File: config.mk
export PLATFORM = sky130hd
export DESIGN_NAME = ffa_ram
export DESIGN_NICKNAME = d
export VERILOG_FILES = /design/src/rtl/ffa_ram.sv
export SDC_FILE = /design/constraint.sdc
export NUM_CORES = 1
export LEC_CHECK = 0
export ABC_AREA = 1
export BUFFER_PORTS_ARGS = -buffer_cell sky130_fd_sc_hd__buf_2
export CORE_MARGIN = 2
export CORE_UTILIZATION = 30
export CTS_CLUSTER_SIZE = 28
export DETAILED_ROUTE_END_ITERATION = 8
export GPL_TIMING_DRIVEN = 0
export PLACE_DENSITY = 0.47
export SYNTH_ARGS = -nofsm -noshare
export SYNTH_HDL_FRONTEND = slang
export SYNTH_SLANG_ARGS = --single-unit
File: constraint.sdc
create_clock -name clk -period 5 [get_ports clk]
set_input_delay 0.5 -clock clk [delete_from_list [all_inputs] [get_ports clk]]
set_output_delay 0.5 -clock clk [all_outputs]
set_load 0.01 [all_outputs]
File: src/rtl/ffa_ram.sv
// Generic single-port-write, single-port-read synchronous RAM with registered read data.
// No dependencies.
`timescale 1ns / 1ps

module ffa_ram #(
	parameter int WIDTH = 32,
	parameter int DEPTH = 16
) (
	input  logic                     clk,
	input  logic                     we,
	input  logic [$clog2(DEPTH)-1:0] waddr,
	input  logic [WIDTH-1:0]         wdata,
	input  logic [$clog2(DEPTH)-1:0] raddr,
	output logic [WIDTH-1:0]         rdata
);

	logic [WIDTH-1:0] mem [DEPTH];

	always_ff @(posedge clk) begin
		if (we) begin
			mem[waddr] <= wdata;
		end
		rdata <= mem[raddr];
	end

endmodule

---- Yosys cells after proc, flatten, opt, wreduce, memory -nomap -nowiden ----
Memories as Yosys holds them, arrays and structs flattened. A register that Yosys moved wholly into a read port is not among the register bits.
Index checks and enable logic that the tools add are counted.
storage, ports and cells
  register bits after elaboration ......... 0
  bits in writable memories ............... 512
  input port bits ......................... 42
  output and inout port bits .............. 32
  logic and storage cells ................. 3
  memories ................................ 1
cells by class
  mux-type cells .......................... 2
memories
  memory  words  width  rd ports  clocked after memory_dff  wr ports  line  text
  mem     16     32     1         1                         1         17    logic [WIDTH-1:0] mem [DEPTH];
operators with widths
  cell               count
  two-way mux 1 bit  2

---- Longest topological paths before layout ----
Gate-level depths: netlist of the first run.
  depth in word-level cells ............... 2
  gate-level depth with buffers ........... 10

---- Worst setup path before layout of the first run ----
OpenSTA, ideal clock, no wires.
  kind .................................... input to register
  from .................................... input waddr[2]
  to ...................................... memory mem[10][0], enable pin
  arrival ................................. 2072 ps
  data required time ...................... 4579 ps
  path slack .............................. 2507 ps
  cell stages on the path ................. 2
  cells stage by stage .................... nand3b_1 -> nor2_1
RTL lines
  item         line  text
  from (decl)  11    input logic [$clog2(DEPTH)-1:0] waddr,
  to (decl)    17
Straight into the memory's write port.

==> results.py, run 1 <==
metrics = {
    "route": {
        "initialDrtViolationCount": 1120,
        "first_pass_iters": 5,
        "drc_errors": 0,
        "ant_nets": 0,
        "wl_per_cell_um": 20.2,
        "viasPerCell": 4.55,
        "vias": 15000,
        "drt-total-wl_um": 66500,
    },
    "worst_setup_path": {
        "timing.rr.start": "mem[3][27]$_DFFE_PP_",
        "path_max_fanout": 10,
        "end_kind": "register",
        "worstSetupStartpoint": "raddr[2]",
        "crit_slowest_cell": "buf_1",
        "critical_path.max_stage_delay_ns": 0.92,
        "critical_path.startpoint_type": "primary input",
        "cp.arrival_ns": 2.27,
        "crit_chain": "buf_2 -> inv_2 -> buf_1 -> nand3_1 -> nand3_1 -> nand2_1",
        "cpMostUsedCell": "nand3_1",
        "worstPathRequired_ns": 5.50,
        "critPathKind": "in -> reg",
    },
    "timing": {
        "fin_crit_sh_pct": 35.3,
        "finalClockSkew_ns": 0.0119,
        "slew_violations": 0,
        "setup_tns_ns": 0,
        "hold_viol": 0,
        "rsz0062_at_grt": "false",
        "fmaxAchievable_mhz": 566,
        "layout_min_cycle_time_ns": 1.77,
        "setup_viol_count_final": 0,
        "tightest_slew_ns": 1.19,
        "slew_headroom_pct": 20.8,
    },
    "logic_synthesis": {
        "syn_inst": 2120,
        "yosysUniqueCellTypes": 15,
        "syn_area_mm2": 0.0227,
        "ys_seq_area_share_pct": 70.5,
        "synth_top_cell_by_area": "edfxtp_1",
        "synth_nets": 2162,
        "yosys_warnings": 0,
        "avgSynthCellArea_um2": 10.7,
        "synth-seq-cells": 544,
        "synth_top_area_share_pct": 67.6,
        "synthTopCellsByArea": "edfxtp_1, nand2_1, nand3_1",
    },
    "global_routing": {
        "overflow": 0,
        "grt_usage_pct": 17.2,
        "grt_pass1_wl_um": 97600,
        "antenna_found_initial": 0,
        "grt_use_met1_pct": 22.7,
        "grt_pass1_vias": 14800,
        "use_met3_pct": 2.72,
        "grt_max_degree": 23,
        "busiest_layer": "met2",
        "met2_usage_pct": 28.8,
    },
    "die": {
        "initial_core_util_pct": 30.4,
        "die_w_um": 279,
        "core_region_area_mm2": 0.0747,
        "num_rows": 100,
        "ios": 74,
        "die_area_mm2": 0.0780,
        "die_h_um": 279,
    },
    "cells_and_area": {
        "fin_area_mm2": 0.0267,
        "drive_gt1_share_pct": 11.5,
        "mostFrequentLayoutCells": "nand2_1, edfxtp_1, inv_1",
        "final_common_cell": "nand2_1",
        "n_fill_cell": 7306,
        "final_cells": 3290,
        "layout.nets": 2312,
        "syn_to_final_growth_pct": 17.5,
        "antennaDiodeCount": 0,
    },
    "clock_network": {
        "ctsHtreeMaxLevel": 2,
        "cts.repair.resized": 0,
        "cts_tree": "done",
        "clock_sinks": 544,
        "postCtsSetupBuffers": 0,
        "hold_buffers": 0,
        "path_clk_slew_ns": 0.06,
        "clock_path_buffers": 3,
        "cts_made_buffers": 59,
        "cts_root_buf": "clkbuf_16",
        "clk_latency_ns": 0.62,
    },
    "worst_hold_path": {
        "hp-start": "wdata[3]",
        "worstHoldPathType": "in -> reg",
    },
    "pwr": {
        "ir_drop_mv": 0.292,
        "total_power_mw": 10.1,
        "leakagePower_nw": 11.3,
        "power_density_mw_per_mm2": 379,
    },
    "placement": {
        "post_dp_cell_area_mm2": 0.0248,
        "portBuffers": 71,
        "gp_congestion": 0.776,
        "dp_hpwl_um": 43200,
        "dp.cells": 3178,
    },
    "job": {
        "cap_violations": 0,
    },
    "outcome": {
        "status": "finished, final reports clean",
    },
}
==> cells in the mapped netlist <==
| cell type | count |
|---|---|
| buf_4 | 6 |
| inv_4 | 1 |
| nor2_1 | 17 |
| buf_12 | 1 |
| buf_2 | 41 |
| inv_1 | 388 |
| dfxtp_1 | 32 |
| inv_2 | 1 |
| nand3_1 | 385 |
| nand3b_1 | 2 |
| buf_6 | 29 |
| buf_1 | 14 |
| nand2_1 | 677 |
| edfxtp_1 | 512 |
| clkbuf_1 | 14 |
==> routing by layer <==
metal,wire [µm],up-vias
met4,2010,0
li1,-,7166
met5,0,-
met1,29100,7265
met2,31400,443
met3,4030,98
==> path summary, 6_finish.rpt <==
path / to / slack [ns] / cells past startpoint
worst max register to register: rdata[27]$_DFF_P_ / 3.94 / 6
worst min register to register: rdata[2]$_DFF_P_ / 0.68 / 6
worst min-delay path: mem[15][3]$_DFFE_PP_ / 0.26 / 1
worst max-delay path: rdata[31]$_DFF_P_ / 3.23 / 6
==> report_power, final <==
part           switching [mW]  internal [mW]
logic                   0.501          0.197
registers              0.0242           5.10
clock network            1.82           2.50
==> cell type report <==
| class | instances | area [µm²] | area share [%] |
|---|---|---|---|
| Buffer | 105 | 702 | 2.63 |
| Clock buffer | 69 | 1540 | 5.75 |
| Clock inverter | 43 | 368 | 1.38 |
| Inverter | 390 | 1470 | 5.49 |
| Multi-Input combinational cell | 1081 | 4670 | 17.5 |
| Sequential cell | 544 | 16000 | 59.9 |
| Tap cell | 969 | 1210 | 4.54 |
| Timing Repair Buffer | 89 | 753 | 2.82 |
==> state kept, by name, indices dropped and copies added (netlist names) <==
register and count:
mem 512, rdata 32
==> critical path: cells and delay by family <==
| kind | cells | cell delay (ns) |
|---|---|---|
| buf+inv | 3 | 1.29 |
| simple gates | 3 | 0.47 |
==> through the flow <==
step	setup slack [ns]	utilization (%)	hold slack, ns
after global placement	0.321	32.5	0.667
final	3.23	35.8	0.259
after floorplan	2.51	-	0.599
after global routing	3.19	35.8	0.245
after detailed placement	2.60	33.2	0.667
after CTS	3.27	35.8	0.226
==> cells by family after synthesis <==
| family | synth area share, % |
|---|---|
| AND/OR/NAND/NOR | 20.0 |
| buffers and inverters | 9.54 |
| flip-flops | 70.5 |
Power figures use the tool's default switching activity.
==> inputs of run 2 (changes only) <==
- ABC_AREA: 1 -> 0
- PLACE_DENSITY: 0.47 -> 0.49
- clock period: 5 -> 1.45 ns (I/O delays scaled with it)
==> run 2 against run 1 <==
Worst hold slack worse by 0.17 ns. Clock skew increased by 0.0017 ns. Core utilization increased by 1.3 points. Clock power rose to 3.4 times the previous value. Largest cell class unchanged. Largest power group unchanged.
==> results.py, run 2 <==
metrics = {
    "outcome": {
        "status": "finished, final reports clean",
    },
    "logic_synthesis": {
        "synthTopCellsByArea": "edfxtp_1, mux4_2, dfxtp_1",
        "syn_area_mm2": 0.0199,
        "yosys_most_used_dff": "edfxtp_1",
        "ys_seq_area_share_pct": 80.7,
        "yosysUniqueCellTypes": 18,
        "synth_top_area_share_pct": 77.4,
        "synth_async_sr_flop_share_pct": 0,
        "synth_top_cell_by_area": "edfxtp_1",
        "yosys_warnings": 0,
        "synth-edff-count": 512,
        "avgSynthCellArea_um2": 23.7,
        "synth-seq-cells": 544,
        "synth.most_common_cell": "edfxtp_1",
        "syn_inst": 838,
        "synth_nets": 880,
        "synth_commonest_cells": "edfxtp_1, mux4_2, a22oi_1, nand2_1, dfxtp_1",
    },
    "worst_setup_path": {
        "r2r_cells": 3,
        "critical_path.startpoint_type": "primary input",
        "path_max_fanout": 10,
        "end_kind": "register",
        "worstPathRequired_ns": 1.93,
        "critPathKind": "in -> reg",
        "cp.arrival_ns": 1.92,
    },
    "cells_and_area": {
        "top_register": "mem",
        "multi_input_area_mm2": 0.00383,
        "syn_to_final_growth_pct": 22.7,
        "drive_gt1_share_pct": 33.6,
        "n_fill_cell": 6013,
        "mostFrequentLayoutCells": "edfxtp_1, mux4_2, buf_2",
        "largest_reg_flops": 512,
        "layout.nets": 1072,
        "ff_latch_area_mm2": 0.0160,
        "final_common_cell": "edfxtp_1",
        "reg_top3": "mem: 512 flops, rdata: 32 flops",
    },
    "timing": {
        "setup_ws_ns": 0.00581,
        "fin_crit_sh_pct": 99.6,
        "rsz0062_at_grt": "false",
        "tightest_slew_ns": 1.01,
        "fmaxAchievable_mhz": 692,
        "hold_ws_ns": 0.0864,
        "layout_min_cycle_time_ns": 1.44,
        "slew_violations": 0,
        "slew_headroom_pct": 32.4,
        "finalClockSkew_ns": 0.0136,
        "hold_viol": 0,
        "setup_viol_count_final": 0,
    },
    "clock_network": {
        "ctsHtreeMaxLevel": 2,
        "clock_sinks": 544,
        "clock_path_buffers": 3,
        "cts_made_buffers": 58,
        "clk_latency_ns": 0.62,
        "cts_root_buf": "clkbuf_16",
        "cts_tree": "done",
        "path_clk_slew_ns": 0.06,
    },
    "route": {
        "wl_per_cell_um": 24.5,
        "drt-total-wl_um": 47500,
        "first_pass_iters": 4,
        "initialDrtViolationCount": 726,
        "viasPerCell": 4.78,
        "drc_errors": 0,
        "vias": 9295,
        "ant_nets": 0,
    },
    "job": {
        "cap_violations": 0,
    },
    "global_routing": {
        "overflow": 0,
        "grt_usage_pct": 13.9,
        "antenna_found_initial": 2,
        "grt_pass1_vias": 9931,
        "grt_max_degree": 33,
        "grt_pass1_wl_um": 67900,
    },
    "die": {
        "die_w_um": 261,
        "core_region_area_mm2": 0.0656,
        "initial_core_util_pct": 30.3,
        "die_area_mm2": 0.0683,
        "die_h_um": 261,
        "num_rows": 94,
        "ios": 74,
    },
    "pwr": {
        "leakagePower_nw": 7.79,
        "power_density_mw_per_mm2": 1410,
        "ir_drop_mv": 0.903,
    },
    "worst_hold_path": {
        "worstHoldPathType": "in -> reg",
        "min_path_cells": 2,
    },
    "placement": {
        "dp_hpwl_um": 26800,
        "portBuffers": 71,
        "place_ws_ns": -0.880,
        "gp_congestion": 0.674,
    },
}
-- run 2: cell count changes in the layout (fill, tap and decap cells not counted), moves of 32 or more --
cell | before | now
buf_2 | 112 | 70
nand2_1 | 677 | 32
nand3_1 | 385 | 0
mux4_2 | 0 | 128
inv_1 | 388 | 0
dlygate4sd3_1 | 0 | 32
a22oi_1 | 0 | 61
-- run 2: worst paths after layout --
check	startpoint	to	slack (ns)
min	waddr[1]	mem[12][21]$_DFFE_PP_	0.09
max	raddr[3]	rdata[18]$_DFF_P_	0.006
min reg2reg	mem[13][5]$_DFFE_PP_	rdata[5]$_DFF_P_	0.67
max reg2reg	mem[3][1]$_DFFE_PP_	rdata[1]$_DFF_P_	0.05
-- run 2: layout make-up --
cell class	instances	share of cell area, %
antenna	1	0.0103
buffer	43	1.06
clock buffer	75	6.43
clock inverter	34	1.41
multi-input combinational	254	15.7
sequential	544	65.8
tap	864	4.44
timing repair buffer	129	5.18
-- run 2: power by group --
group          internal (mW)  switching (mW)
registers               17.6          0.0809
clock network           8.83            6.06
logic                  0.757            1.06
-- run 2: timing repair --
item,in CTS,in global routing
hold buffers,32,0
pin swaps,3,5
resized for setup,25,10
cloned,0,3
setup buffers,1,5
endpoints found under the hold margin,512,0
setup endpoints to repair,322,104
-- run 2: routing by layer --
metal  up-vias  track usage (%)  wire length, µm
li1       3989                -                -
met1      5023             19.6            21600
met2       213             21.7            22300
met3        66             3.07             2620
met4         4             4.07             1070
met5         -                0               22
-- run 2: cell families (layout without fill, tap and decap cells) --
family	after synthesis	in the layout	share of synthesized area, %
and+or+nand+nor	59	62	1.27
AOI/OAI and AO/OA	64	64	2.42
DFF	544	544	80.7
muxes	128	128	14.5
other	0	1	0
buffers and inverters	43	281	1.12
-- run 2: critical path, stage by stage --
cell and delay, ns:
buf_2 0.12, nor2b_1 0.12, clkbuf_1 0.21, clkdlybuf4s15_1 0.69
a22oi_1 0.46, nand2_1 0.15
-- run 2: metrics by stage --
stage | cells | TNS [ns] | instance area [µm²] | total power [mW] | util (%)
final | 1944 | 0 | 24400 | 34.4 | 37.1
after CTS | 1928 | -27.39 | 24100 | 34.8 | 36.7
after floorplan | 838 | -48.86 | 20000 | 18.9 | -
after detailed placement | 1786 | -372.14 | 21800 | 19.7 | 33.1
after global placement | 1773 | -531.40 | 21400 | 19.7 | 32.7
after global routing | 1943 | 0 | 24400 | 35.5 | 37.1
==> inputs of run 3 (changes only) <==
- CORE_MARGIN: 2 -> unset
==> run 3 against run 2 <==
The flow now finishes with violations (setup timing). Clock power hardly changed. Sequential cell count stayed put. Cell count is 0.57% lower. Combinational power hardly changed. Sequential share of layout area is 0.33 points higher. Total power is 0.37% lower. First-iteration DRC count is 8.3% higher. Largest cell class unchanged.
==> results.py, run 3 (synthesized netlist as in run 2, its figures left out) <==
metrics = {
    "outcome": {
        "status": "finished with violations",
        "violations": "setup timing",
    },
    "route": {
        "top_layer": "met4",
        "drc_errors": 0,
        "initialDrtViolationCount": 786,
        "route.met3.wl_um": 3190,
        "met2_length_um": 21100,
        "wl_per_cell_um": 24.8,
        "drt-total-wl_um": 47900,
        "viasPerCell": 4.86,
        "vias": 9387,
        "ant_nets": 0,
        "wl_met1_um": 22600,
        "first_pass_iters": 5,
    },
    "clock_network": {
        "cts_made_buffers": 57,
        "cts_tree": "done",
        "ctsHtreeMaxLevel": 2,
        "clk_latency_ns": 0.62,
        "clock_sinks": 544,
        "path_clk_slew_ns": 0.06,
        "clock_path_buffers": 3,
        "cts_root_buf": "clkbuf_16",
    },
    "cells_and_area": {
        "drive_gt1_share_pct": 32.9,
        "final_common_cell": "edfxtp_1",
        "largest_reg_flops": 512,
        "ff_latch_area_mm2": 0.0160,
        "multi_input_area_mm2": 0.00380,
        "syn_to_final_growth_pct": 22.1,
        "layout.nets": 1071,
        "n_fill_cell": 5902,
        "utilization_pct": 37.3,
        "mostFrequentLayoutCells": "edfxtp_1, mux4_2, buf_2",
        "antennaDiodeCount": 0,
        "top_register": "mem",
        "reg_top3": "mem: 512 flops, rdata: 32 flops",
    },
    "die": {
        "die_area_mm2": 0.0672,
        "die_w_um": 259,
        "ios": 74,
        "core_region_area_mm2": 0.0649,
        "die_h_um": 259,
        "initial_core_util_pct": 30.6,
        "num_rows": 93,
    },
    "worst_setup_path": {
        "end_kind": "register",
        "crit_slowest_cell": "nor2_4",
        "worstPathRequired_ns": 1.74,
        "critical_path.startpoint_type": "primary input",
        "cp.arrival_ns": 1.75,
        "crit_chain": "buf_2 -> nand2_1 -> nor2_4 -> buf_12",
        "critical_path.max_stage_delay_ns": 0.65,
        "path_max_fanout": 21,
        "critPathKind": "in -> reg",
    },
    "pwr": {
        "power_density_mw_per_mm2": 1410,
        "leakagePower_nw": 7.75,
        "ir_drop_mv": 0.860,
    },
    "placement": {
        "portBuffers": 71,
        "dp_hpwl_um": 27500,
        "place_ws_ns": -0.885,
        "gp_congestion": 0.673,
    },
    "timing": {
        "setup_ws_ns": -0.0147,
        "fmaxAchievable_mhz": 683,
        "fin_crit_sh_pct": 101,
        "setup_viol_count_final": 7,
        "slew_violations": 0,
        "slew_headroom_pct": 36.0,
        "finalClockSkew_ns": 0.0238,
        "setup_tns_ns": -0.0497,
        "hold_viol": 0,
        "layout_min_cycle_time_ns": 1.46,
        "tightest_slew_ns": 0.960,
    },
    "job": {
        "cap_violations": 0,
    },
    "global_routing": {
        "grt_max_degree": 22,
        "grt_pass1_wl_um": 68800,
        "grt_pass1_vias": 9651,
        "overflow": 0,
        "antenna_found_initial": 0,
        "grt_usage_pct": 14.4,
    },
    "worst_hold_path": {
        "worstHoldPathType": "in -> reg",
    },
}
run 3: changes by cell type in the layout (fill, tap and decap cells not counted), moves of 3 or more:
cell,before,now
clkbuf_8,3,9
buf_2,70,75
clkinv_1,10,6
a22oi_1,61,64
a22oi_2,3,0
buf_1,3,6
buf_16,10,7
clkbuf_1,27,30
clkdlybuf4s15_2,3,0
clkinvlp_4,3,0
run 3: power by group:
group          internal, mW  total [mW]  switching, mW
clock                  8.78        14.8           5.99
combinational         0.739        1.80           1.06
sequential             17.6        17.7         0.0859
run 3: worst max-delay path, delay by kind of cell:
| kind | cells | cell delay (ns) |
|---|---|---|
| buffers and inverters | 2 | 0.54 |
| AND/OR/NAND/NOR | 2 | 1.04 |
run 3: worst paths after layout:
path | startpoint | end | slack (ns) | depth (start not counted)
hold / removal | waddr[2] | mem[12][20]$_DFFE_PP_ | 0.07 | 3
setup reg to reg | mem[3][31]$_DFFE_PP_ | rdata[31]$_DFF_P_ | 0.02 | 3
hold reg to reg | mem[6][17]$_DFFE_PP_ | rdata[17]$_DFF_P_ | 0.67 | 3
setup / recovery | waddr[1] | mem[15][5]$_DFFE_PP_ | -0.01 | 4
run 3: layout make-up:
type	instances	share of cell area, %
flip-flops and latches	544	66.1
multi-input cells	254	15.7
clock buffers	81	6.63
repair buffers	129	4.94
well taps	855	4.41
clock inverters	27	1.25
plain buffers	43	0.986
run 3: what timing repair did:
item	4_1_cts	5_1_grt
hold endpoints to repair	512	0
gates resized for setup	4	10
setup buffers	4	3
hold buffers	32	0
pin swaps	2	5
gates cloned	3	0
endpoints found under the setup margin	99	55
run 3: metrics by stage:
step	cell area [µm²]	cells	hold slack (ns)	total power, mW
detailed placement	21800	1783	0.536	19.7
finish	24200	1933	0.0740	34.2
global route	24200	1933	0.0575	35.4
CTS	24200	1930	0.0348	34.7
global placement	21400	1764	0.521	19.7
floorplan	20000	838	0.244	18.9
run 3: routing by layer:
layer	track usage (%)	vias up
met2	21.2	300
met4	4.08	0
li1	-	3967
met1	21.6	5058
met3	3.01	62
met5	0	-
